[config.mk]
export PLATFORM = sky130hd
export DESIGN_NAME = csv_field_offset_indexer
export DESIGN_NICKNAME = d
export VERILOG_FILES = /design/src/design/csvi_pkg.sv /design/src/design/csvi_csr.sv /design/src/design/csvi_front.sv /design/src/design/csvi_cmdq.sv /design/src/design/csvi_back.sv /design/src/design/csv_field_offset_indexer.sv
export SDC_FILE = /design/constraint.sdc
export NUM_CORES = 1
export LEC_CHECK = 0
export BUFFER_PORTS_ARGS = -buffer_cell sky130_fd_sc_hd__buf_2
export CORE_MARGIN = 1
export CORE_UTILIZATION = 41
export DETAILED_ROUTE_END_ITERATION = 10
export SLEW_MARGIN = 25
export SYNTH_ARGS = -nofsm -noshare
export SYNTH_HDL_FRONTEND = slang
export SYNTH_SLANG_ARGS = --single-unit
export TNS_END_PERCENT = 1
[constraint.sdc]
create_clock -name clock -period 7.1 [get_ports clock]
set_clock_uncertainty 0.15 [all_clocks]
set_input_delay 0.71 -clock clock [delete_from_list [all_inputs] [get_ports clock]]
set_output_delay 0.71 -clock clock [all_outputs]
set_load 0.005 [all_outputs]
[src/design/csvi_pkg.sv]
package csvi_pkg;

   // Buffer positions wrap at 2**POS_W bytes.
   localparam int POS_W      = 16;
   localparam int FIELDS_MAX = 32;
   localparam int FCNT_W     = $clog2(FIELDS_MAX + 2);
   localparam int ADDR_W     = (FIELDS_MAX > 1) ? $clog2(FIELDS_MAX) : 1;

   // Queue depths must be powers of two.
   localparam int CMDQ_DEPTH = 2;
   localparam int CMDQ_PTR_W = (CMDQ_DEPTH > 1) ? $clog2(CMDQ_DEPTH) : 1;
   localparam int CMDQ_CNT_W = $clog2(CMDQ_DEPTH + 1);
   localparam int RSP_DEPTH  = 2;
   localparam int RSP_PTR_W  = (RSP_DEPTH > 1) ? $clog2(RSP_DEPTH) : 1;
   localparam int RSP_CNT_W  = $clog2(RSP_DEPTH + 1);

   localparam logic [7:0] QUOTE_CHAR = 8'h22;

   localparam int CSR_ADDR_W = 4;
   localparam int CSR_DATA_W = 32;

   localparam logic [1:0] REG_TUPLE_DELIM = 2'd0;
   localparam logic [1:0] REG_FIELD_DELIM = 2'd1;
   localparam logic [1:0] REG_QUOTE_MODE  = 2'd2;
   localparam logic [1:0] REG_FIELD_COUNT = 2'd3;

   localparam logic [2:0] KIND_FIELD   = 3'd0;
   localparam logic [2:0] KIND_END     = 3'd1;
   localparam logic [2:0] KIND_SUMMARY = 3'd2;
   localparam logic [2:0] KIND_NODELIM = 3'd3;
   localparam logic [2:0] KIND_ERROR   = 3'd4;

   typedef struct packed {
      logic [7:0] data_byte;
      logic       buffer_end;
   } req_type;

   typedef struct packed {
      logic [2:0]        kind;
      logic [POS_W-1:0]  offset;
      logic [POS_W-1:0]  second_offset;
      logic [FCNT_W-1:0] parsed_fields;
      logic              run_last;
   } rsp_type;

   typedef struct packed {
      logic [7:0]        tup_delim;
      logic [7:0]        fld_delim;
      logic              quote_mode;
      logic [FCNT_W-1:0] field_count;
   } cfg_type;

   // One command per byte that causes results.
   typedef struct packed {
      logic              flush;
      logic              error;
      logic              summ;
      logic              have_delim;
      logic [FCNT_W-1:0] count;
      logic [POS_W-1:0]  start;
      logic [POS_W-1:0]  end_pos;
      logic [POS_W-1:0]  first;
      logic [POS_W-1:0]  last;
   } cmd_type;

   typedef struct packed {
      logic              en;
      logic [ADDR_W-1:0] addr;
      logic [POS_W-1:0]  data;
   } store_wr_type;

endpackage

[src/design/csvi_csr.sv]
module csvi_csr import csvi_pkg::*; (
   input  logic                  clock,
   input  logic                  reset,
   input  logic                  psel,
   input  logic                  penable,
   input  logic                  pwrite,
   input  logic [CSR_ADDR_W-1:0] paddr,
   input  logic [CSR_DATA_W-1:0] pwdata,
   output logic [CSR_DATA_W-1:0] prdata,
   output logic                  pready,
   output cfg_type               cfg
);

   cfg_type    cfg_ff, cfg_in;
   logic       wr_en;
   logic [1:0] reg_sel;

   assign pready  = 1'b1;
   assign wr_en   = psel && penable && pwrite;
   assign reg_sel = paddr[3:2];
   assign cfg     = cfg_ff;

   always_comb begin
      cfg_in = cfg_ff;
      if (wr_en) begin
         case (reg_sel)
            REG_TUPLE_DELIM: cfg_in.tup_delim   = pwdata[7:0];
            REG_FIELD_DELIM: cfg_in.fld_delim   = pwdata[7:0];
            REG_QUOTE_MODE:  cfg_in.quote_mode  = pwdata[0];
            REG_FIELD_COUNT: cfg_in.field_count = pwdata[FCNT_W-1:0];
            default:         cfg_in = cfg_ff;
         endcase
      end
   end

   always_comb begin
      case (reg_sel)
         REG_TUPLE_DELIM: prdata = CSR_DATA_W'(cfg_ff.tup_delim);
         REG_FIELD_DELIM: prdata = CSR_DATA_W'(cfg_ff.fld_delim);
         REG_QUOTE_MODE:  prdata = CSR_DATA_W'(cfg_ff.quote_mode);
         REG_FIELD_COUNT: prdata = CSR_DATA_W'(cfg_ff.field_count);
         default:         prdata = '0;
      endcase
   end

   always_ff @(posedge clock) begin
      if (reset) begin
         cfg_ff.tup_delim   <= 8'd10;
         cfg_ff.fld_delim   <= 8'd44;
         cfg_ff.quote_mode  <= 1'b1;
         cfg_ff.field_count <= FCNT_W'(1);
      end else begin
         cfg_ff <= cfg_in;
      end
   end

endmodule

[src/design/csvi_front.sv]
module csvi_front import csvi_pkg::*; (
   input  logic         clock,
   input  logic         reset,
   input  cfg_type      cfg,
   input  logic         push,
   output logic         full,
   input  req_type      req_data,
   output logic         cmd_push,
   output cmd_type      cmd,
   input  logic         cmdq_full,
   output store_wr_type store_wr,
   input  logic         flush_done
);

   logic [POS_W-1:0]  pos_ff, pos_in;
   logic              seen_ff, seen_in;
   logic [POS_W-1:0]  first_ff, first_in;
   logic [POS_W-1:0]  last_ff, last_in;
   logic              inq_ff, inq_in;
   logic [FCNT_W-1:0] fields_ff, fields_in;
   logic              disc_ff, disc_in;
   logic [POS_W-1:0]  start_ff, start_in;
   logic              lock_ff, lock_in;

   logic              accept;
   logic [POS_W-1:0]  pos_next;
   logic              is_tuple;
   logic              is_field;
   logic              count_ok;

   // While a tuple's offsets are being read out, the store must not change.
   assign full     = lock_ff || cmdq_full;
   assign accept   = push && !full;
   assign pos_next = pos_ff + 1'b1;
   assign is_tuple = req_data.data_byte == cfg.tup_delim;
   assign is_field = req_data.data_byte == cfg.fld_delim;
   assign count_ok = (fields_ff == cfg.field_count) && (fields_ff != '0)
                     && (fields_ff <= FCNT_W'(FIELDS_MAX));

   always_comb begin
      pos_in    = pos_ff;
      seen_in   = seen_ff;
      first_in  = first_ff;
      last_in   = last_ff;
      inq_in    = inq_ff;
      fields_in = fields_ff;
      disc_in   = disc_ff;
      start_in  = start_ff;
      cmd       = '0;
      store_wr  = '0;
      if (accept) begin
         if (!disc_ff) begin
            if (is_tuple) begin
               if (!seen_ff) begin
                  seen_in  = 1'b1;
                  first_in = pos_ff;
               end else if (count_ok) begin
                  cmd.flush   = 1'b1;
                  cmd.count   = fields_ff;
                  cmd.start   = start_ff;
                  cmd.end_pos = pos_ff;
               end else begin
                  cmd.error = 1'b1;
                  cmd.count = fields_ff;
                  disc_in   = 1'b1;
               end
               last_in   = pos_ff;
               start_in  = pos_next;
               fields_in = FCNT_W'(1);
               inq_in    = 1'b0;
            end else if (seen_ff) begin
               if (is_field && !(cfg.quote_mode && inq_ff)) begin
                  if (fields_ff < FCNT_W'(FIELDS_MAX)) begin
                     store_wr.en   = 1'b1;
                     store_wr.addr = fields_ff[ADDR_W-1:0];
                     store_wr.data = pos_next;
                  end
                  if (fields_ff < FCNT_W'(FIELDS_MAX + 1)) begin
                     fields_in = fields_ff + 1'b1;
                  end
               end
               if (cfg.quote_mode && (req_data.data_byte == QUOTE_CHAR)) begin
                  inq_in = !inq_ff;
               end
            end
         end
         pos_in = pos_next;
         if (req_data.buffer_end) begin
            if (!disc_in) begin
               cmd.summ       = 1'b1;
               cmd.have_delim = seen_in;
               cmd.first      = first_in;
               cmd.last       = last_in;
            end
            pos_in    = '0;
            seen_in   = 1'b0;
            first_in  = '0;
            last_in   = '0;
            inq_in    = 1'b0;
            fields_in = '0;
            disc_in   = 1'b0;
         end
      end
   end

   assign cmd_push = cmd.flush || cmd.error || cmd.summ;

   always_comb begin
      lock_in = lock_ff;
      if (cmd_push && cmd.flush) begin
         lock_in = 1'b1;
      end else if (flush_done) begin
         lock_in = 1'b0;
      end
   end

   always_ff @(posedge clock) begin
      if (reset) begin
         pos_ff    <= '0;
         seen_ff   <= 1'b0;
         first_ff  <= '0;
         last_ff   <= '0;
         inq_ff    <= 1'b0;
         fields_ff <= '0;
         disc_ff   <= 1'b0;
         lock_ff   <= 1'b0;
      end else begin
         pos_ff    <= pos_in;
         seen_ff   <= seen_in;
         first_ff  <= first_in;
         last_ff   <= last_in;
         inq_ff    <= inq_in;
         fields_ff <= fields_in;
         disc_ff   <= disc_in;
         lock_ff   <= lock_in;
      end
   end

   always_ff @(posedge clock) begin
      start_ff <= start_in;
   end

   a_no_write_while_locked: assert property (@(posedge clock) disable iff (reset)
      lock_ff |-> !store_wr.en)
      else $error("offset store written while a flush is pending");

   a_flush_sets_lock: assert property (@(posedge clock) disable iff (reset)
      (cmd_push && cmd.flush) |=> lock_ff)
      else $error("flush issued without locking the input");

   a_flush_xor_error: assert property (@(posedge clock) disable iff (reset)
      cmd_push |-> !(cmd.flush && cmd.error))
      else $error("one byte gave both a flush and a count error");

endmodule

[src/design/csvi_cmdq.sv]
module csvi_cmdq import csvi_pkg::*; (
   input  logic    clock,
   input  logic    reset,
   input  logic    wr_en,
   input  cmd_type wr_data,
   output logic    full,
   input  logic    rd_en,
   output logic    empty,
   output cmd_type rd_data
);

   cmd_type               mem [CMDQ_DEPTH];
   logic [CMDQ_PTR_W-1:0] wr_ptr_ff, wr_ptr_in;
   logic [CMDQ_PTR_W-1:0] rd_ptr_ff, rd_ptr_in;
   logic [CMDQ_CNT_W-1:0] cnt_ff, cnt_in;
   logic                  do_wr;
   logic                  do_rd;

   assign full    = cnt_ff == CMDQ_CNT_W'(CMDQ_DEPTH);
   assign empty   = cnt_ff == '0;
   assign do_wr   = wr_en && !full;
   assign do_rd   = rd_en && !empty;
   assign rd_data = mem[rd_ptr_ff];

   always_comb begin
      wr_ptr_in = do_wr ? wr_ptr_ff + 1'b1 : wr_ptr_ff;
      rd_ptr_in = do_rd ? rd_ptr_ff + 1'b1 : rd_ptr_ff;
      cnt_in    = cnt_ff;
      if (do_wr && !do_rd) begin
         cnt_in = cnt_ff + 1'b1;
      end else if (do_rd && !do_wr) begin
         cnt_in = cnt_ff - 1'b1;
      end
   end

   always_ff @(posedge clock) begin
      if (reset) begin
         wr_ptr_ff <= '0;
         rd_ptr_ff <= '0;
         cnt_ff    <= '0;
      end else begin
         wr_ptr_ff <= wr_ptr_in;
         rd_ptr_ff <= rd_ptr_in;
         cnt_ff    <= cnt_in;
      end
   end

   always_ff @(posedge clock) begin
      if (do_wr) begin
         mem[wr_ptr_ff] <= wr_data;
      end
   end

endmodule

[src/design/csvi_back.sv]
module csvi_back import csvi_pkg::*; (
   input  logic         clock,
   input  logic         reset,
   input  logic         cmdq_empty,
   input  cmd_type      cmd,
   output logic         cmdq_pop,
   output logic         flush_done,
   input  store_wr_type store_wr,
   output logic         empty,
   input  logic         pop,
   output rsp_type      rsp_data
);

   localparam logic [2:0] ST_IDLE  = 3'd0;
   localparam logic [2:0] ST_FIELD = 3'd1;
   localparam logic [2:0] ST_END   = 3'd2;
   localparam logic [2:0] ST_ERR   = 3'd3;
   localparam logic [2:0] ST_SUMM  = 3'd4;

   logic [2:0]           st_ff, st_in;
   logic [FCNT_W-1:0]    idx_ff, idx_in;
   logic [FCNT_W-1:0]    idx_next;
   cmd_type              cur_ff, cur_in;
   logic [POS_W-1:0]     store_mem [FIELDS_MAX];
   logic [POS_W-1:0]     rdata_ff;

   rsp_type              rq_mem [RSP_DEPTH];
   logic [RSP_PTR_W-1:0] rq_wr_ff, rq_wr_in;
   logic [RSP_PTR_W-1:0] rq_rd_ff, rq_rd_in;
   logic [RSP_CNT_W-1:0] rq_cnt_ff, rq_cnt_in;
   logic                 room;
   logic                 gen;
   logic                 rq_pop;
   rsp_type              res;

   assign room     = rq_cnt_ff != RSP_CNT_W'(RSP_DEPTH);
   assign idx_next = idx_ff + 1'b1;

   always_comb begin
      st_in      = st_ff;
      idx_in     = idx_ff;
      cur_in     = cur_ff;
      cmdq_pop   = 1'b0;
      flush_done = 1'b0;
      gen        = 1'b0;
      res        = '0;
      case (st_ff)
         ST_IDLE: begin
            if (!cmdq_empty) begin
               cmdq_pop = 1'b1;
               cur_in   = cmd;
               idx_in   = '0;
               if (cmd.flush) begin
                  st_in = ST_FIELD;
               end else if (cmd.error) begin
                  st_in = ST_ERR;
               end else begin
                  st_in = ST_SUMM;
               end
            end
         end
         ST_FIELD: begin
            // The tuple start travels in the command; later starts come from the store.
            res.kind   = KIND_FIELD;
            res.offset = (idx_ff == '0) ? cur_ff.start : rdata_ff;
            if (room) begin
               gen    = 1'b1;
               idx_in = idx_next;
               if (idx_next == cur_ff.count) begin
                  st_in = ST_END;
               end
            end
         end
         ST_END: begin
            res.kind     = KIND_END;
            res.offset   = cur_ff.end_pos;
            res.run_last = !cur_ff.summ;
            if (room) begin
               gen        = 1'b1;
               flush_done = 1'b1;
               st_in      = cur_ff.summ ? ST_SUMM : ST_IDLE;
            end
         end
         ST_ERR: begin
            res.kind          = KIND_ERROR;
            res.parsed_fields = cur_ff.count;
            res.run_last      = 1'b1;
            if (room) begin
               gen   = 1'b1;
               st_in = ST_IDLE;
            end
         end
         ST_SUMM: begin
            res.run_last = 1'b1;
            if (cur_ff.have_delim) begin
               res.kind          = KIND_SUMMARY;
               res.offset        = cur_ff.first;
               res.second_offset = cur_ff.last;
            end else begin
               res.kind = KIND_NODELIM;
            end
            if (room) begin
               gen   = 1'b1;
               st_in = ST_IDLE;
            end
         end
         default: begin
            st_in = ST_IDLE;
         end
      endcase
   end

   always_ff @(posedge clock) begin
      if (reset) begin
         st_ff  <= ST_IDLE;
         idx_ff <= '0;
      end else begin
         st_ff  <= st_in;
         idx_ff <= idx_in;
      end
   end

   always_ff @(posedge clock) begin
      cur_ff <= cur_in;
   end

   // Read address follows the next index so the data lines up with idx_ff.
   always_ff @(posedge clock) begin
      if (store_wr.en) begin
         store_mem[store_wr.addr] <= store_wr.data;
      end
      rdata_ff <= store_mem[idx_in[ADDR_W-1:0]];
   end

   // Result queue.
   assign empty    = rq_cnt_ff == '0;
   assign rq_pop   = pop && !empty;
   assign rsp_data = rq_mem[rq_rd_ff];

   always_comb begin
      rq_wr_in  = gen ? rq_wr_ff + 1'b1 : rq_wr_ff;
      rq_rd_in  = rq_pop ? rq_rd_ff + 1'b1 : rq_rd_ff;
      rq_cnt_in = rq_cnt_ff;
      if (gen && !rq_pop) begin
         rq_cnt_in = rq_cnt_ff + 1'b1;
      end else if (rq_pop && !gen) begin
         rq_cnt_in = rq_cnt_ff - 1'b1;
      end
   end

   always_ff @(posedge clock) begin
      if (reset) begin
         rq_wr_ff  <= '0;
         rq_rd_ff  <= '0;
         rq_cnt_ff <= '0;
      end else begin
         rq_wr_ff  <= rq_wr_in;
         rq_rd_ff  <= rq_rd_in;
         rq_cnt_ff <= rq_cnt_in;
      end
   end

   always_ff @(posedge clock) begin
      if (gen) begin
         rq_mem[rq_wr_ff] <= res;
      end
   end

   a_idx_in_range: assert property (@(posedge clock) disable iff (reset)
      (st_ff == ST_FIELD) |-> (idx_ff < cur_ff.count))
      else $error("field index ran past the tuple's field count");

   a_done_then_summary_or_idle: assert property (@(posedge clock) disable iff (reset)
      flush_done |=> (st_ff == ST_SUMM || st_ff == ST_IDLE))
      else $error("flush finished into an unexpected state");

   a_pop_starts_work: assert property (@(posedge clock) disable iff (reset)
      (st_ff == ST_IDLE && !cmdq_empty) |=> (st_ff != ST_IDLE))
      else $error("command taken but no work started");

endmodule

[src/design/csv_field_offset_indexer.sv]
// Channel   Ports                                           Beat taken when
// -------   ---------------------------------------------   ------------------------------
// input     push, full, req_data                            push && !full
// result    pop, empty, rsp_data                            pop && !empty
// config    psel, penable, pwrite, pready, paddr, pwdata    psel && penable && pwrite && pready
//
// A byte that does not close a tuple sets no lock; it waits only while the input is locked
// or the command queue is full. After a tuple's closing delimiter the input is held full
// while the back end reads the field starts out of the offset store, until it queues the
// tuple's end result.
// A full result queue stalls the back end, and through the command queue the input.
// Reset clears all control state; the offset store holds no reset value.
module csv_field_offset_indexer import csvi_pkg::*; (
   input  logic                  clock,
   input  logic                  reset,
   input  logic                  push,
   output logic                  full,
   input  req_type               req_data,
   output logic                  empty,
   input  logic                  pop,
   output rsp_type               rsp_data,
   input  logic                  psel,
   input  logic                  penable,
   input  logic                  pwrite,
   input  logic [CSR_ADDR_W-1:0] paddr,
   input  logic [CSR_DATA_W-1:0] pwdata,
   output logic [CSR_DATA_W-1:0] prdata,
   output logic                  pready
);

   cfg_type      cfg;
   logic         cmd_push;
   cmd_type      cmd_wr;
   logic         cmdq_full;
   logic         cmdq_empty;
   cmd_type      cmd_head;
   logic         cmdq_pop;
   logic         flush_done;
   store_wr_type store_wr;

   csvi_csr u_csr (
      .clock   (clock),
      .reset   (reset),
      .psel    (psel),
      .penable (penable),
      .pwrite  (pwrite),
      .paddr   (paddr),
      .pwdata  (pwdata),
      .prdata  (prdata),
      .pready  (pready),
      .cfg     (cfg)
   );

   csvi_front u_front (
      .clock      (clock),
      .reset      (reset),
      .cfg        (cfg),
      .push       (push),
      .full       (full),
      .req_data   (req_data),
      .cmd_push   (cmd_push),
      .cmd        (cmd_wr),
      .cmdq_full  (cmdq_full),
      .store_wr   (store_wr),
      .flush_done (flush_done)
   );

   csvi_cmdq u_cmdq (
      .clock   (clock),
      .reset   (reset),
      .wr_en   (cmd_push),
      .wr_data (cmd_wr),
      .full    (cmdq_full),
      .rd_en   (cmdq_pop),
      .empty   (cmdq_empty),
      .rd_data (cmd_head)
   );

   csvi_back u_back (
      .clock      (clock),
      .reset      (reset),
      .cmdq_empty (cmdq_empty),
      .cmd        (cmd_head),
      .cmdq_pop   (cmdq_pop),
      .flush_done (flush_done),
      .store_wr   (store_wr),
      .empty      (empty),
      .pop        (pop),
      .rsp_data   (rsp_data)
   );

endmodule

==> key figures <==
Global routing
  • GRT Total Usage: around a fifth
  • Vias in the first global route: between 20,000 and 25,000
  • Initial antenna violation count: 5
  • Largest net degree at the start of global routing: 193
  • First-pass GRT wire length: approximately 140,000 um
  • GRT Residual Overflow: 0

Critical path
  • Crit-path leading delay family: compound AO/OA/AOI/OAI gates
  • Slowest Stage Delay on Critical Path: between 0.7 and 0.8 ns
  • Levels on crit path: 6
  • Critical path endpoint: u_cmdq.mem[0][0]$_DFFE_PP_
  • Reg2Reg Setup Slack: around 2.8 ns
  • CP max stage cell: dfxtp_1
  • Worst Reg2Reg Path Length in Cells: 6
  • Worst setup path startpoint: u_front.fields_ff[2]$_SDFFE_PP0P_
  • Crit path kind: reg2reg
  • Crit-path cells: xor2_1, nor4_1, nand4_1, a311o_1, a21oi_4, buf_4
  • CP Capture Type: flop
  • Crit path buf inv count: 1
  • R2R Path Start: u_front.fields_ff[2]$_SDFFE_PP0P_
  • Reg2reg end: u_cmdq.mem[0][0]$_DFFE_PP_
  • Crit-path max FO: 64
  • Crit path arrival time: 4.43 ns
  • CP required: roughly 7.2 ns
  • Startpoint types: flop

CTS
  • Root Driver: clkbuf_16
  • CTS resizes: 0
  • Max clock buf depth: 3
  • Clock Pin Slew Worst Setup and Hold Paths: ~0.060 ns
  • Worst skew pair latency: between 0.6 and 0.7 ns
  • CTS H-Tree Depth: 3
  • Num CTS Buffers: 95
  • # clock sinks: ~950
  • TritonCTS clock tree: done
  • Setup Fix Bufs, Post-CTS: 0
  • CTS Hold Bufs: 0

Detailed routing
  • DR vias: about 22,000
  • Met2 wire length: around 43,000 um
  • Via density: 5.363
  • Metal3 WL: just under 7000 um
  • ANT nets after route: 0
  • DRC: 0
  • Initial DRC count: 2,284
  • Routed len/inst: between 20 and 25 um
  • Detailed-router iteration count before antenna repair: 6
  • Top Metal Used: met5
  • M1 WL: 39,260 um
  • Drt total wl: just over 90,000 um

Timing
  • Post-Route Setup TNS: 0 ns
  • Least-Margin Pin Slew: 1.204 ns
  • Final min period: ~4.3 ns
  • Slew Limit Fails: 0
  • RSZ-0062 raised after global routing: false
  • Final setup viols: 0
  • Period utilisation layout: between 60% and 70%
  • Hold Fails Final Rpt: 0
  • Slew headroom: about a fifth
  • Fmax: between 0.2 and 0.25 GHz

Job
  • # Max-Cap Violations: 0

Synthesis
  • Yosys cell types: between 70 and 80
  • Syn Area/Cell: 13.88 um^2
  • Cell Area, Synth: between 30,000 and 40,000 um^2
  • Main synth FF type: edfxtp_1
  • Top cells by area, synth: edfxtp_1 66%, dfxtp_1 6.1%, nand2_1 4.3%
  • Synth Area in Compound Gates: under 10%
  • Synth async-reset ratio: 0%
  • Largest family of logic cells by synthesized area: simple AND/OR/NAND/NOR gates
  • Seq cells post-synth: about 950
  • Post-synth EDFFs: 832
  • Post-synthesis sequential area ratio: between 70% and 80%
  • Ys Warns: 0
  • Simple-gate portion of the synthesized area: about 12%
  • Cell taking the most area after synthesis: edfxtp_1
  • Post-Synth Adder-Cell Area: less than 1%
  • Post-synth top area share: 65.69%
  • Mux share of post-synthesis cell area: roughly 7.3%
  • Post-Synthesis Cells: 2,740
  • Synth Area in XOR/XNOR: under 10%

Finish
  • Layout cell share with drive strength beyond 1: about 16%
  • Sequential cell area: around 27,000 um^2
  • Multi-input logic area: between 10,000 and 15,000 um^2
  • Nets: about 2,900
  • Area Overhead vs Synth: 13.07%
  • Final Util: between 40% and 50%
  • Fill count: slightly below 8,000

Place
  • RD Place Congestion: approximately 0.82
  • Port bufs: 77
  • Detail Placement HPWL: between 50,000 and 60,000 um

Die
  • Initial Util: between 40% and 50%
  • Core ar.: between 90,000 and 100,000 um^2
  • Die Width: just over 300 um
  • # IOs: around 130
  • Die area: 93,990 um^2
  • Row count: 111
  • Die Ht: 306.6 um

Pwr
  • Power Dens Cells: about 330 nW/um^2
  • Leak Pwr: ~14 nW
  • Max VDD drop: ~0.19 mV

Status
  • Run status: finished clean

Worst hold path
  • Worst Hold Class: in2reg
## per-layer routing
layer | track usage (%) | up-vias
li1 | - | 10200
met1 | 26.41 | 11080
met2 | 30.94 | 743
met3 | 3.908 | 139
met4 | 7.058 | 4
met5 | 0 | -
## per-stage QoR
step	power, mW	worst slack (ns)	hold slack, ns	cells	instance area, um^2
4_1_cts	14.15	2.726	0.1137	4132	42990
6_report	14.05	2.777	0.1484	4133	43010
3_3_place_gp	9.146	2.775	0.3253	3956	39830
3_5_place_dp	9.198	2.757	0.3340	3958	39890
5_1_grt	14.56	2.460	0.1387	4132	43010
2_1_floorplan	8.329	0.5177	0.3088	2763	38130
## Yosys cell counts (8+ instances only)
cell and instances:
edfxtp_1 832, buf_4 27, and2_1 56, nor2b_1 22
and3_1 19, o21ai_0 39, clkbuf_1 108, a21oi_1 40
nor3_1 16, a31oi_1 37, inv_1 18, nand3_1 174
nand4_1 55, a32oi_1 30, buf_2 43, dfxtp_1 116
mux2i_1 144, a22oi_1 56, xnor2_1 31, nand3b_1 8
nor2_1 173, mux2_2 117, buf_1 12, xor2_1 26
nand2_1 439
## worst min path at each step
stage	start	end	slack, ns	depth (start not counted)
2_1_floorplan	u_csr.cfg[7]$_SDFFE_PP0P_	u_csr.cfg[7]$_SDFFE_PP0P_	0.31	2
3_3_place_gp	u_csr.cfg[11]$_SDFFE_PP0P_	u_csr.cfg[11]$_SDFFE_PP0P_	0.33	2
3_5_place_dp	u_csr.cfg[7]$_SDFFE_PP0P_	u_csr.cfg[7]$_SDFFE_PP0P_	0.33	2
4_1_cts	pwdata[3]	u_csr.cfg[18]$_SDFFE_PP1P_	0.11	2
5_1_grt	pwdata[3]	u_csr.cfg[18]$_SDFFE_PP1P_	0.14	2
6_report	pwdata[0]	u_csr.cfg[0]$_SDFFE_PP1P_	0.15	2
## logic make-up after synthesis
kind of cell	Yosys count
xor gates and xnor gates	58
muxes	263
other	2
adders and majority gates	7
and+or+nand+nor	1008
buffers and inverters	210
DFF	948
AOI/OAI and AO/OA	244
## registers in the layout (all words and copies together) (netlist names), 23 cells and up, named ones only
name	cells
u_back.store_mem	512
u_cmdq.mem	148
u_back.rq_mem	84
u_back.cur_ff	72
u_csr.cfg	23
## worst reg2reg max path, stage by stage, from the launching register on
cell and delay (ns):
dfxtp_1 0.79, xor2_1 0.14, nor4_1 0.31, nand4_1 0.42, a311o_1 0.76, a21oi_4 0.49, buf_4 0.79
## report_power, final
group | switching (mW) | total (mW) | internal (mW)
combinational | 1.42 | 2.24 | 0.814
sequential | 0.216 | 6.83 | 6.62
clock | 2.07 | 4.98 | 2.91
total | 3.71 | 14.0 | 10.3
## layout by cell type, fill, tap and decap left out, types with 8 or more instances in the layout
master / n
a21oi_1: 39
a22oi_1: 56
a31oi_1: 37
a32oi_1: 30
and2_1: 53
and3_1: 19
buf_2: 77
buf_4: 62
bufinv_16: 8
clkbuf_1: 16
clkbuf_16: 98
clkbuf_8: 10
clkinv_1: 19
clkinv_2: 16
conb_1: 25
dfxtp_1: 114
edfxtp_1: 832
inv_1: 18
mux2_2: 117
mux2i_1: 144
nand2_1: 438
nand3_1: 174
nand3b_1: 8
nand4_1: 55
nor2_1: 163
nor2_2: 8
nor2b_1: 8
nor2b_2: 13
nor3_1: 13
o21ai_0: 39
xnor2_1: 31
xor2_1: 26
## final cells by class
class	instances	area share [%]
timing repair buffer	144	2.208
clock inverter	50	1.062
clock buffer	124	6.162
tap	1243	3.616
antenna	1	0.005819
sequential	948	63.51
inverter	18	0.1571
multi-input combinational	1605	23.28
Note: power is estimated with default switching activity, not from simulation.
